===== src/hdl/rtfe_pkg.sv =====
// Shared types, microcode table and decode helpers for the RTF text escaper.
// Standalone package; used by rtf_text_escaper.

package rtfe_pkg;

    localparam int unsigned PC_W = 7;

    typedef logic [PC_W-1:0] pc_t;

    // Micro-operations of the sequencer
    typedef enum logic [2:0] {
        OP_CHAR,       // emit the word's literal byte
        OP_CHAR_DISP,  // emit literal byte, then jump to the tail chosen at decode
        OP_CODE,       // emit low byte of the code unit
        OP_SIGN,       // emit '-' for a negative code, else no transfer
        OP_DIGIT       // emit one decimal digit, leading zeros suppressed
    } uop_t;

    typedef struct packed {
        uop_t       op;
        logic [7:0] ch;
        logic [2:0] pow;   // decimal place for OP_DIGIT
        logic       last;  // final step of the run
    } ucode_t;

    localparam logic [7:0] CH_BSLASH = 8'h5C;
    localparam logic [7:0] CH_MINUS  = 8'h2D;
    localparam logic [7:0] CH_QMARK  = 8'h3F;
    localparam logic [7:0] CH_ZERO   = 8'h30;

    // Control store layout
    localparam pc_t A_ESC     = 7'd0;
    localparam pc_t A_BSLASH  = 7'd1;
    localparam pc_t A_LBRACE  = 7'd2;
    localparam pc_t A_RBRACE  = 7'd3;
    localparam pc_t A_TAB     = 7'd4;
    localparam pc_t A_TAB_E   = 7'd7;
    localparam pc_t A_NBSP    = 7'd8;
    localparam pc_t A_SHY     = 7'd9;
    localparam pc_t A_EMD     = 7'd10;
    localparam pc_t A_EMD_E   = 7'd16;
    localparam pc_t A_END     = 7'd17;
    localparam pc_t A_END_E   = 7'd23;
    localparam pc_t A_LQ      = 7'd24;
    localparam pc_t A_LQ_E    = 7'd30;
    localparam pc_t A_RQ      = 7'd31;
    localparam pc_t A_RQ_E    = 7'd37;
    localparam pc_t A_LDQ     = 7'd38;
    localparam pc_t A_LDQ_E   = 7'd47;
    localparam pc_t A_RDQ     = 7'd48;
    localparam pc_t A_RDQ_E   = 7'd57;
    localparam pc_t A_UNI     = 7'd58;
    localparam pc_t A_SIGN    = 7'd59;
    localparam pc_t A_DIG4    = 7'd60;
    localparam pc_t A_DIG0    = 7'd64;
    localparam pc_t A_QMARK   = 7'd65;
    localparam pc_t A_PASS    = 7'd66;

    localparam logic [87:0] S_TAB = 88'("tab ");
    localparam logic [87:0] S_EMD = 88'("emdash ");
    localparam logic [87:0] S_END = 88'("endash ");
    localparam logic [87:0] S_LQ  = 88'("lquote ");
    localparam logic [87:0] S_RQ  = 88'("rquote ");
    localparam logic [87:0] S_LDQ = 88'("ldblquote ");
    localparam logic [87:0] S_RDQ = 88'("rdblquote ");

    // Character counted from the end of a right-aligned string
    function automatic logic [7:0] char_at(input logic [87:0] s,
                                           input logic [3:0] from_end);
        return s[{from_end, 3'b000} +: 8];
    endfunction

    function automatic ucode_t str_word(input logic [87:0] s, input pc_t addr,
                                        input pc_t last_addr);
        ucode_t w;
        pc_t    off;
        off    = last_addr - addr;
        w.op   = OP_CHAR;
        w.ch   = char_at(s, off[3:0]);
        w.pow  = 3'd0;
        w.last = (addr == last_addr);
        return w;
    endfunction

    function automatic ucode_t ucode_rom(input pc_t addr);
        ucode_t w;
        pc_t    dig;
        w   = '{op: OP_CHAR, ch: CH_BSLASH, pow: 3'd0, last: 1'b1};
        dig = A_DIG0 - addr;
        priority if (addr == A_ESC)
            w = '{op: OP_CHAR_DISP, ch: CH_BSLASH, pow: 3'd0, last: 1'b0};
        else if (addr == A_BSLASH)
            w.ch = CH_BSLASH;
        else if (addr == A_LBRACE)
            w.ch = 8'h7B;
        else if (addr == A_RBRACE)
            w.ch = 8'h7D;
        else if (addr <= A_TAB_E)
            w = str_word(S_TAB, addr, A_TAB_E);
        else if (addr == A_NBSP)
            w.ch = 8'h7E;
        else if (addr == A_SHY)
            w.ch = CH_MINUS;
        else if (addr <= A_EMD_E)
            w = str_word(S_EMD, addr, A_EMD_E);
        else if (addr <= A_END_E)
            w = str_word(S_END, addr, A_END_E);
        else if (addr <= A_LQ_E)
            w = str_word(S_LQ, addr, A_LQ_E);
        else if (addr <= A_RQ_E)
            w = str_word(S_RQ, addr, A_RQ_E);
        else if (addr <= A_LDQ_E)
            w = str_word(S_LDQ, addr, A_LDQ_E);
        else if (addr <= A_RDQ_E)
            w = str_word(S_RDQ, addr, A_RDQ_E);
        else if (addr == A_UNI)
            w = '{op: OP_CHAR, ch: 8'h75, pow: 3'd0, last: 1'b0};
        else if (addr == A_SIGN)
            w = '{op: OP_SIGN, ch: CH_MINUS, pow: 3'd0, last: 1'b0};
        else if (addr <= A_DIG0)
            w = '{op: OP_DIGIT, ch: CH_ZERO, pow: dig[2:0], last: 1'b0};
        else if (addr == A_QMARK)
            w.ch = CH_QMARK;
        else
            // A_PASS; addresses above it are never reached
            w = '{op: OP_CODE, ch: 8'h00, pow: 3'd0, last: 1'b1};
        return w;
    endfunction

    // Tail entry chosen at decode; A_PASS marks a plain single byte
    function automatic pc_t tail_entry(input logic [15:0] code);
        pc_t a;
        unique case (code)
            16'h005C: a = A_BSLASH;
            16'h007B: a = A_LBRACE;
            16'h007D: a = A_RBRACE;
            16'h0009: a = A_TAB;
            16'h00A0: a = A_NBSP;
            16'h00AD: a = A_SHY;
            16'h2014: a = A_EMD;
            16'h2013: a = A_END;
            16'h2018: a = A_LQ;
            16'h2019: a = A_RQ;
            16'h201C: a = A_LDQ;
            16'h201D: a = A_RDQ;
            default:  a = (code > 16'd127) ? A_UNI : A_PASS;
        endcase
        return a;
    endfunction

    // j times the power of ten for decimal place k
    function automatic logic [16:0] digit_thr(input logic [2:0] k, input int unsigned j);
        logic [16:0] t;
        unique case (k)
            3'd1:    t = 17'(j * 10);
            3'd2:    t = 17'(j * 100);
            3'd3:    t = 17'(j * 1000);
            3'd4:    t = 17'(j * 10000);
            default: t = 17'(j);
        endcase
        return t;
    endfunction

endpackage


===== src/hdl/rtf_text_escaper.sv =====
// An input transfer loads the sequencer; its first output byte is then registered in the output stage.
// The sequencer runs one step per cycle from a microcode table unless an emitting step waits;
// plain codes are a single step, other escapes a backslash step followed by their tail steps.
// A step that emits waits while the output byte is held; steps with no transfer run on.
// Reset (rst_n low, asynchronous) idles the sequencer and empties the output.
// Depends on rtfe_pkg.

module rtf_text_escaper (
    input  logic        clk,
    input  logic        rst_n,
    input  logic        s_axis_tvalid,
    output logic        s_axis_tready,
    input  logic [15:0] s_axis_tdata,   // [15:0] code_unit
    output logic        m_axis_tvalid,
    input  logic        m_axis_tready,
    output logic [7:0]  m_axis_tdata,   // [7:0] out_byte
    output logic        m_axis_tlast    // run_last
);

    logic              busy_reg, busy_next;
    rtfe_pkg::pc_t     pc_reg, pc_next;
    rtfe_pkg::pc_t     tail_reg, tail_next;
    logic [15:0]       code_reg, code_next;
    logic [15:0]       mag_reg, mag_next;
    logic              started_reg, started_next;
    logic              out_valid_reg, out_valid_next;
    logic [7:0]        out_data_reg, out_data_next;
    logic              out_last_reg, out_last_next;

    rtfe_pkg::ucode_t  word;
    rtfe_pkg::pc_t     in_tail;
    logic              emit, fire, accept, out_free;
    logic [7:0]        emit_byte;
    logic [3:0]        digit;
    logic [16:0]       digit_sub;

    assign word    = rtfe_pkg::ucode_rom(pc_reg);
    assign in_tail = rtfe_pkg::tail_entry(s_axis_tdata);

    // Digit by parallel compare against the multiples of the current place
    always_comb
    begin
        digit     = 4'd0;
        digit_sub = 17'd0;
        for (int unsigned j = 1; j <= 9; j++)
        begin
            if ({1'b0, mag_reg} >= rtfe_pkg::digit_thr(word.pow, j))
            begin
                digit     = 4'(j);
                digit_sub = rtfe_pkg::digit_thr(word.pow, j);
            end
        end
    end

    always_comb
    begin
        unique case (word.op)
            rtfe_pkg::OP_CODE:
            begin
                emit      = 1'b1;
                emit_byte = code_reg[7:0];
            end
            rtfe_pkg::OP_SIGN:
            begin
                emit      = code_reg[15];
                emit_byte = word.ch;
            end
            rtfe_pkg::OP_DIGIT:
            begin
                // ones place always prints so zero shows as "0"
                emit      = (digit != 4'd0) || started_reg || (word.pow == 3'd0);
                emit_byte = word.ch + {4'd0, digit};
            end
            default:
            begin
                emit      = 1'b1;
                emit_byte = word.ch;
            end
        endcase
    end

    assign out_free      = !out_valid_reg || m_axis_tready;
    assign fire          = busy_reg && (!emit || out_free);
    assign s_axis_tready = !busy_reg || (fire && word.last);
    assign accept        = s_axis_tvalid && s_axis_tready;

    always_comb
    begin
        busy_next      = busy_reg;
        pc_next        = pc_reg;
        tail_next      = tail_reg;
        code_next      = code_reg;
        mag_next       = mag_reg;
        started_next   = started_reg;
        out_valid_next = out_valid_reg && !m_axis_tready;
        out_data_next  = out_data_reg;
        out_last_next  = out_last_reg;

        if (fire)
        begin
            if (emit)
            begin
                out_valid_next = 1'b1;
                out_data_next  = emit_byte;
                out_last_next  = word.last;
            end
            if (word.op == rtfe_pkg::OP_DIGIT)
            begin
                mag_next     = mag_reg - digit_sub[15:0];
                started_next = started_reg || (digit != 4'd0);
            end
            if (word.last)
                busy_next = 1'b0;
            else if (word.op == rtfe_pkg::OP_CHAR_DISP)
                pc_next = tail_reg;
            else
                pc_next = pc_reg + rtfe_pkg::pc_t'(1);
        end

        if (accept)
        begin
            busy_next    = 1'b1;
            tail_next    = in_tail;
            pc_next      = (in_tail == rtfe_pkg::A_PASS) ? rtfe_pkg::A_PASS : rtfe_pkg::A_ESC;
            code_next    = s_axis_tdata;
            mag_next     = s_axis_tdata[15] ? (16'd0 - s_axis_tdata) : s_axis_tdata;
            started_next = 1'b0;
        end
    end

    always_ff @(posedge clk or negedge rst_n)
    begin
        if (!rst_n)
        begin
            busy_reg      <= 1'b0;
            pc_reg        <= rtfe_pkg::A_PASS;
            out_valid_reg <= 1'b0;
        end
        else
        begin
            busy_reg      <= busy_next;
            pc_reg        <= pc_next;
            out_valid_reg <= out_valid_next;
        end
    end

    always_ff @(posedge clk)
    begin
        tail_reg     <= tail_next;
        code_reg     <= code_next;
        mag_reg      <= mag_next;
        started_reg  <= started_next;
        out_data_reg <= out_data_next;
        out_last_reg <= out_last_next;
    end

    assign m_axis_tvalid = out_valid_reg;
    assign m_axis_tdata  = out_data_reg;
    assign m_axis_tlast  = out_last_reg;

endmodule


===== config.mk =====
export PLATFORM = sky130hd
export DESIGN_NAME = rtf_text_escaper
export DESIGN_NICKNAME = d
export VERILOG_FILES = /design/src/hdl/rtfe_pkg.sv /design/src/hdl/rtf_text_escaper.sv
export SDC_FILE = /design/constraint.sdc
export NUM_CORES = 1
export LEC_CHECK = 0
export ABC_AREA = 0
export BUFFER_PORTS_ARGS = -buffer_cell sky130_fd_sc_hd__buf_2
export CELL_PAD_IN_SITES_DETAIL_PLACEMENT = 0
export CELL_PAD_IN_SITES_GLOBAL_PLACEMENT = 1
export CORE_ASPECT_RATIO = 1.2
export CORE_MARGIN = 2
export CORE_UTILIZATION = 52
export CTS_BUF_LIST = sky130_fd_sc_hd__clkbuf_16
export DETAILED_ROUTE_END_ITERATION = 16
export PLACE_DENSITY = 0.92
export SYNTH_ARGS = -nofsm -noshare
export SYNTH_HDL_FRONTEND = slang
export SYNTH_SLANG_ARGS = --single-unit

===== constraint.sdc =====
create_clock -name clk -period 13.3 [get_ports clk]
set_clock_uncertainty 0.15 [all_clocks]
set_input_delay 1.995 -clock clk [delete_from_list [all_inputs] [get_ports clk]]
set_output_delay 1.995 -clock clk [all_outputs]
set_load 0.1 [all_outputs]

After elaboration in Yosys (flattened, before gate mapping):

Index checks and enable logic that the tools add are counted.

* flip-flop bits (word level): 58
* input bits: 20
* logic and storage cells: 180

* add/subtract/negate cells: 12
* $lt $le $gt $ge: 18
* equality and inequality tests: 37
* shift-type cells: 7
* muxes and demuxes: 73
* reduce and logical (&&, ||, !) cells: 24

Operators with widths (number)
* $shiftx A88 B8 Y8 const A: 7
* $pmux W17 S4: 3
* $mux W16: 12
* $pmux W16 S4: 3
* $mux W15: 11
* $ge A16 B17 Y1: 9
* $pmux W15 S4: 2
* $eq A16 B14 Y1 const B: 6
* $pmux W7 S12: 1
* $pmux W14 S4: 1
* $mux W4: 13
* $eq A16 B7 Y1 const B: 3
* $mux W7: 6
* $mux W8: 5
* $eq A7 B6 Y1 const B: 5
* $eq A16 B8 Y1 const B: 2
* $eq A7 B5 Y1 const B: 3
* $le A7 B5 Y1 const B: 3
* $le A7 B6 Y1 const B: 3
* $eq A16 B4 Y1 const B: 1
* $gt A16 B7 Y1 const B: 1
* $pmux W8 S2: 1
* $sub A1 B16 Y16 const A: 1
* $sub A16 B16 Y16: 1
* 31 further kinds: 68

Longest topological paths before layout:

* depth in word-level cells: 42
* depth in mapped cells: 37
* mapped depth without buffers: 34

Least setup slack after synthesis:

No wires, ideal clock.

* path type: reg2out
* from: register pc_reg[0]
* to: output s_axis_tready
* data arrival time: 6189 ps
* data required time: 11155 ps
* slack: 4966 ps
* cell stages (with the launch flop): 25
* path buffers: 4
* cell sequence: dfrtp_1 clkbuf_1 inv_1 clkbuf_1 ha_1 inv_1 ha_1 buf_1 nand4_1 nor2_1 inv_1 nor2_1 inv_1 nand2_1 ha_1 a22oi_1 nand4_1 a21oi_1 o22a_1 clkbuf_1 nor3b_1 nand4_1 o31ai_2 o21ai_1 nand2_1

* cells in the longest elaborated chain, start to end: 38
* elaborated cells on any way between the ends: 90
* classes of those cells: add/sub (1); order compare (17); eq/ne (21); mux (41); reduce/logical (10)

Ends and longest elaborated chain
* start: declaration: line rtf_text_escaper.sv:21 `rtfe_pkg::pc_t pc_reg, pc_next;`
* start signal: assignment: line rtf_text_escaper.sv:136 `pc_reg <= rtfe_pkg::A_PASS;`
* start signal: assignment: line rtf_text_escaper.sv:142 `pc_reg <= pc_next;`
* $le A7 B7 Y1 / $sub A1 B3 Y3 (equally long branches): line rtfe_pkg.sv:120, rtfe_pkg.sv:89
* $mux W15: line rtfe_pkg.sv:120 `else if (addr <= A_DIG0)`
* $mux W15: line rtfe_pkg.sv:118 `else if (addr == A_SIGN)`
* $mux W15: line rtfe_pkg.sv:116 `else if (addr == A_UNI)`
* $mux W15: line rtfe_pkg.sv:114 `else if (addr <= A_RDQ_E)`
* $mux W15: line rtfe_pkg.sv:112 `else if (addr <= A_LDQ_E)`
* $mux W15: line rtfe_pkg.sv:110 `else if (addr <= A_RQ_E)`
* $mux W15: line rtfe_pkg.sv:108 `else if (addr <= A_LQ_E)`
* (+21 left out)
* $reduce_bool A4 Y1: line rtf_text_escaper.sv:71 `emit = (digit != 4'd0) || started_reg || (word.pow == 3'd0);`
* $logic_or A1 B1 Y1 (2 in a row): line rtf_text_escaper.sv:71
* $pmux W1 S2: line rtf_text_escaper.sv:57 `unique case (word.op)`
* $logic_not A1 Y1: line rtf_text_escaper.sv:83 `assign fire = busy_reg && (!emit || out_free);`
* $logic_or A1 B1 Y1: line rtf_text_escaper.sv:83
* $logic_and A1 B1 Y1: line rtf_text_escaper.sv:83
* $logic_and A1 B1 Y1 (*): line rtf_text_escaper.sv:84 `assign s_axis_tready = !busy_reg || (fire && word.last);`
* $logic_or A1 B1 Y1 (*): line rtf_text_escaper.sv:84
* end: declaration: line rtf_text_escaper.sv:12 `output logic s_axis_tready,`

Mark *: on every way between the ends. The rest lies on a longest branch, timed or not.

Worst setup path in the final report:

Same ends and word-level chain as after synthesis.

==> flow_metrics.env <==
export IMPL_path_clk_slew_ns=0.07
export IMPL_grt_ovfl_total=0
export IMPL_critPathKind="reg -> out"
export IMPL_setup_violations_final=0
export IMPL_hold_path_class="reg -> reg"
export IMPL_hold_buffers=0
export IMPL_area_growth_pct=5.194
export IMPL_htreeDepth=2
export IMPL_antenna_cells=0
export IMPL_fp_row_count=50
export IMPL_synth_area_sq_um=8335
export IMPL_post_cts_buffers=0
export IMPL_grtUsageTotal=0.3359
export IMPL_avgSynthCellArea_sq_um=7.704
export IMPL_cts_repair_resized=0
export IMPL_slew_viol_final=0
export IMPL_numCtsBuffers=5
export IMPL_async_reset_ff_frac=0.1765
export IMPL_initial_core_util=0.5330
export IMPL_endpoint_kind="primary output"
export IMPL_coreArea_sq_um=15640
export IMPL_seq_area_frac_synth=0.1774
export IMPL_path_max_fanout=30
export IMPL_synth_area_leader_cell="ha_1"
export IMPL_cp_data_arrival_time_ns=7.89
export IMPL_setup_ws_ns=3.264
export IMPL_clock_fmax_mhz=99.64
export IMPL_io_pins=31
export IMPL_routed_wl_mm=29.29
export IMPL_synth_area_leaders="ha_1 17%, edfxtp_1 15%, a21oi_1 5.3%"
export IMPL_cts_tree="done"
export IMPL_synth_top_cell_area_share=0.1711
export IMPL_finalHoldViolCount=0
export IMPL_ys_flop_type="edfxtp_1"
export IMPL_synth_cells=1082
export IMPL_drive_gt1_frac=0.07315
export IMPL_maxSlewHeadroom=0.2149
export IMPL_vias_per_cell=6.993
export IMPL_fp_dieW_microns=119.6
export IMPL_wl_per_cell_microns=22.74
export IMPL_synth_seq_cells=51
export IMPL_layout_nets=1215
export IMPL_antenna_found_initial=0
export IMPL_outcome="finished clean"
export IMPL_post_route_drc_count=0
export IMPL_port_buffers=30
export IMPL_pre_cts_ws_ns=3.856
export IMPL_maxCapViolations=0
export IMPL_synth_edf_count=41
export IMPL_vias=9007
export IMPL_dr_first_iter_drc_count=1197
export IMPL_synth_warnings=0
export IMPL_grt_max_degree=31
export IMPL_finalCriticalPeriod_ns=10.04
export IMPL_final_antenna_net_count=0
export IMPL_cts_buffer_depth=2
export IMPL_tightest_slew_ns=1.177
export IMPL_die_h_microns=142.7
export IMPL_place_hpwl_mm=22.36
export IMPL_rsz0062_at_grt="false"
export IMPL_largest_register_ffs=16
export IMPL_clockRootBuffer="clkbuf_16"
export IMPL_cp_start_kind="register"
export IMPL_clk_latency_ns=0.31
export IMPL_drt_pass1_iter_count=6
export IMPL_tns_ns=0
export IMPL_die_area_sq_um=17060
export IMPL_grt_pass1_wl_mm=45.50
export IMPL_cp_required_ns=11.15
export IMPL_fin_crit_sh=0.7546
export IMPL_nFillCells=1517
export IMPL_grt_pass1_vias=8344
export IMPL_gp_congestion=1.067
export IMPL_syn_nets=1218
export IMPL_clkSinkCount=51
export IMPL_synthDistinctLibCells=88
-- placed cells by master, fill, tap and decap left out, types with 8 or more instances in the layout --
master,count
a211o_1,9
a211oi_1,23
a21o_1,16
a21oi_1,88
a31oi_1,23
and2_1,9
buf_2,30
buf_4,13
edfxtp_1,41
ha_1,114
inv_1,44
mux2i_1,19
nand2_1,100
nand2b_1,15
nand3_1,39
nand4_1,17
nor2_1,86
nor3_1,32
nor4_1,8
o211ai_1,19
o21a_1,10
o21ai_0,83
o221ai_1,11
o22ai_1,9
o31ai_1,13
or3_1,9
or4_1,8
xnor2_1,13
xor2_1,19
-- per-stage QoR --
stage | area [sq um] | hold WS (ns) | instances | util
floorplan | 8335 | 0.2911 | 1082 | -
global placement | 8615 | 0.3065 | 1280 | 0.5508
detailed placement | 8615 | 0.3083 | 1280 | 0.5508
CTS | 8768 | 0.3254 | 1288 | 0.5606
global route | 8768 | 0.3412 | 1288 | 0.5606
finish | 8768 | 0.3259 | 1288 | 0.5606
-- critical path, stage by stage (launching register included) --
cell	delay [ns]
dfrtp_1	0.36
buf_4	0.23
inv_1	0.44
ha_1	0.41
inv_1	0.12
ha_1	0.54
nand4_1	0.26
nor2_1	0.27
inv_1	0.26
nor2_1	0.56
inv_1	0.40
nand2_1	0.40
inv_2	0.19
ha_1	0.35
nor2b_1	0.16
o31ai_1	0.22
a21oi_1	0.17
o311a_1	0.43
nor3_4	0.43
nand4_1	0.25
o31ai_2	0.46
o21ai_1	0.15
nand2_1	0.09
buf_2	0.42
-- cell usage after synthesis, types with 15 or more instances --
master and instances:
a211oi_1 23, a21o_1 16, a21oi_1 88, a31oi_1 23
clkbuf_1 41, edfxtp_1 41, ha_1 114, inv_1 44
mux2i_1 19, nand2_1 100, nand2b_1 15, nand3_1 39
nand4_1 17, nor2_1 86, nor3_1 32, o211ai_1 19
o21ai_0 83, xor2_1 19
-- layout make-up --
type,count,area (sq um),area share
multi-input cells,929,6439,0.7343
flip-flops and latches,51,1479,0.1687
well taps,208,260.3,0.02968
repair buffers,43,247.7,0.02825
inverters,49,188.9,0.02155
clock buffers,5,125.1,0.01427
clock inverters,3,28.78,0.003282
-- path summary, 6_finish.rpt --
check	from	endpoint	slack, ns	depth (start not counted)
setup / recovery	pc_reg[0]$_DFFE_PN0P_	s_axis_tready	3.26	23
hold / removal	started_reg$_SDFFE_PP0P_	started_reg$_SDFFE_PP0P_	0.33	1
setup reg to reg	pc_reg[0]$_DFFE_PN0P_	mag_reg[14]$_DFFE_PP_	3.55	33
hold reg to reg	started_reg$_SDFFE_PP0P_	started_reg$_SDFFE_PP0P_	0.33	1
max in group asynchronous	rst_n	pc_reg[1]$_DFFE_PN1P_	11.33	1
min in group asynchronous	rst_n	pc_reg[3]$_DFFE_PN0P_	1.40	1
-- cells by family (layout without fill, tap and decap cells) --
logic type	after synthesis	count (layout)	synth area share
compound gates	394	394	0.3158
xor+xnor	32	32	0.03362
fa+ha+maj	116	116	0.1759
buf+inv	102	100	0.05013
flops	51	51	0.1774
mux	21	21	0.02552
simple gates	366	366	0.2216
-- layer usage --
| layer | vias to the layer above | share of wire | track usage |
|---|---|---|---|
| li1 | 4167 | - | - |
| met1 | 4182 | 0.40 | 0.4225 |
| met2 | 528 | 0.46 | 0.5642 |
| met3 | 130 | 0.073 | 0.04034 |
| met4 | 0 | 0.063 | 0.1765 |
| met5 | - | 0 | 0 |
Power is left out: the tool's default activity adds up to more than one toggle a clock period on the data nets, which glitch-free logic cannot reach.
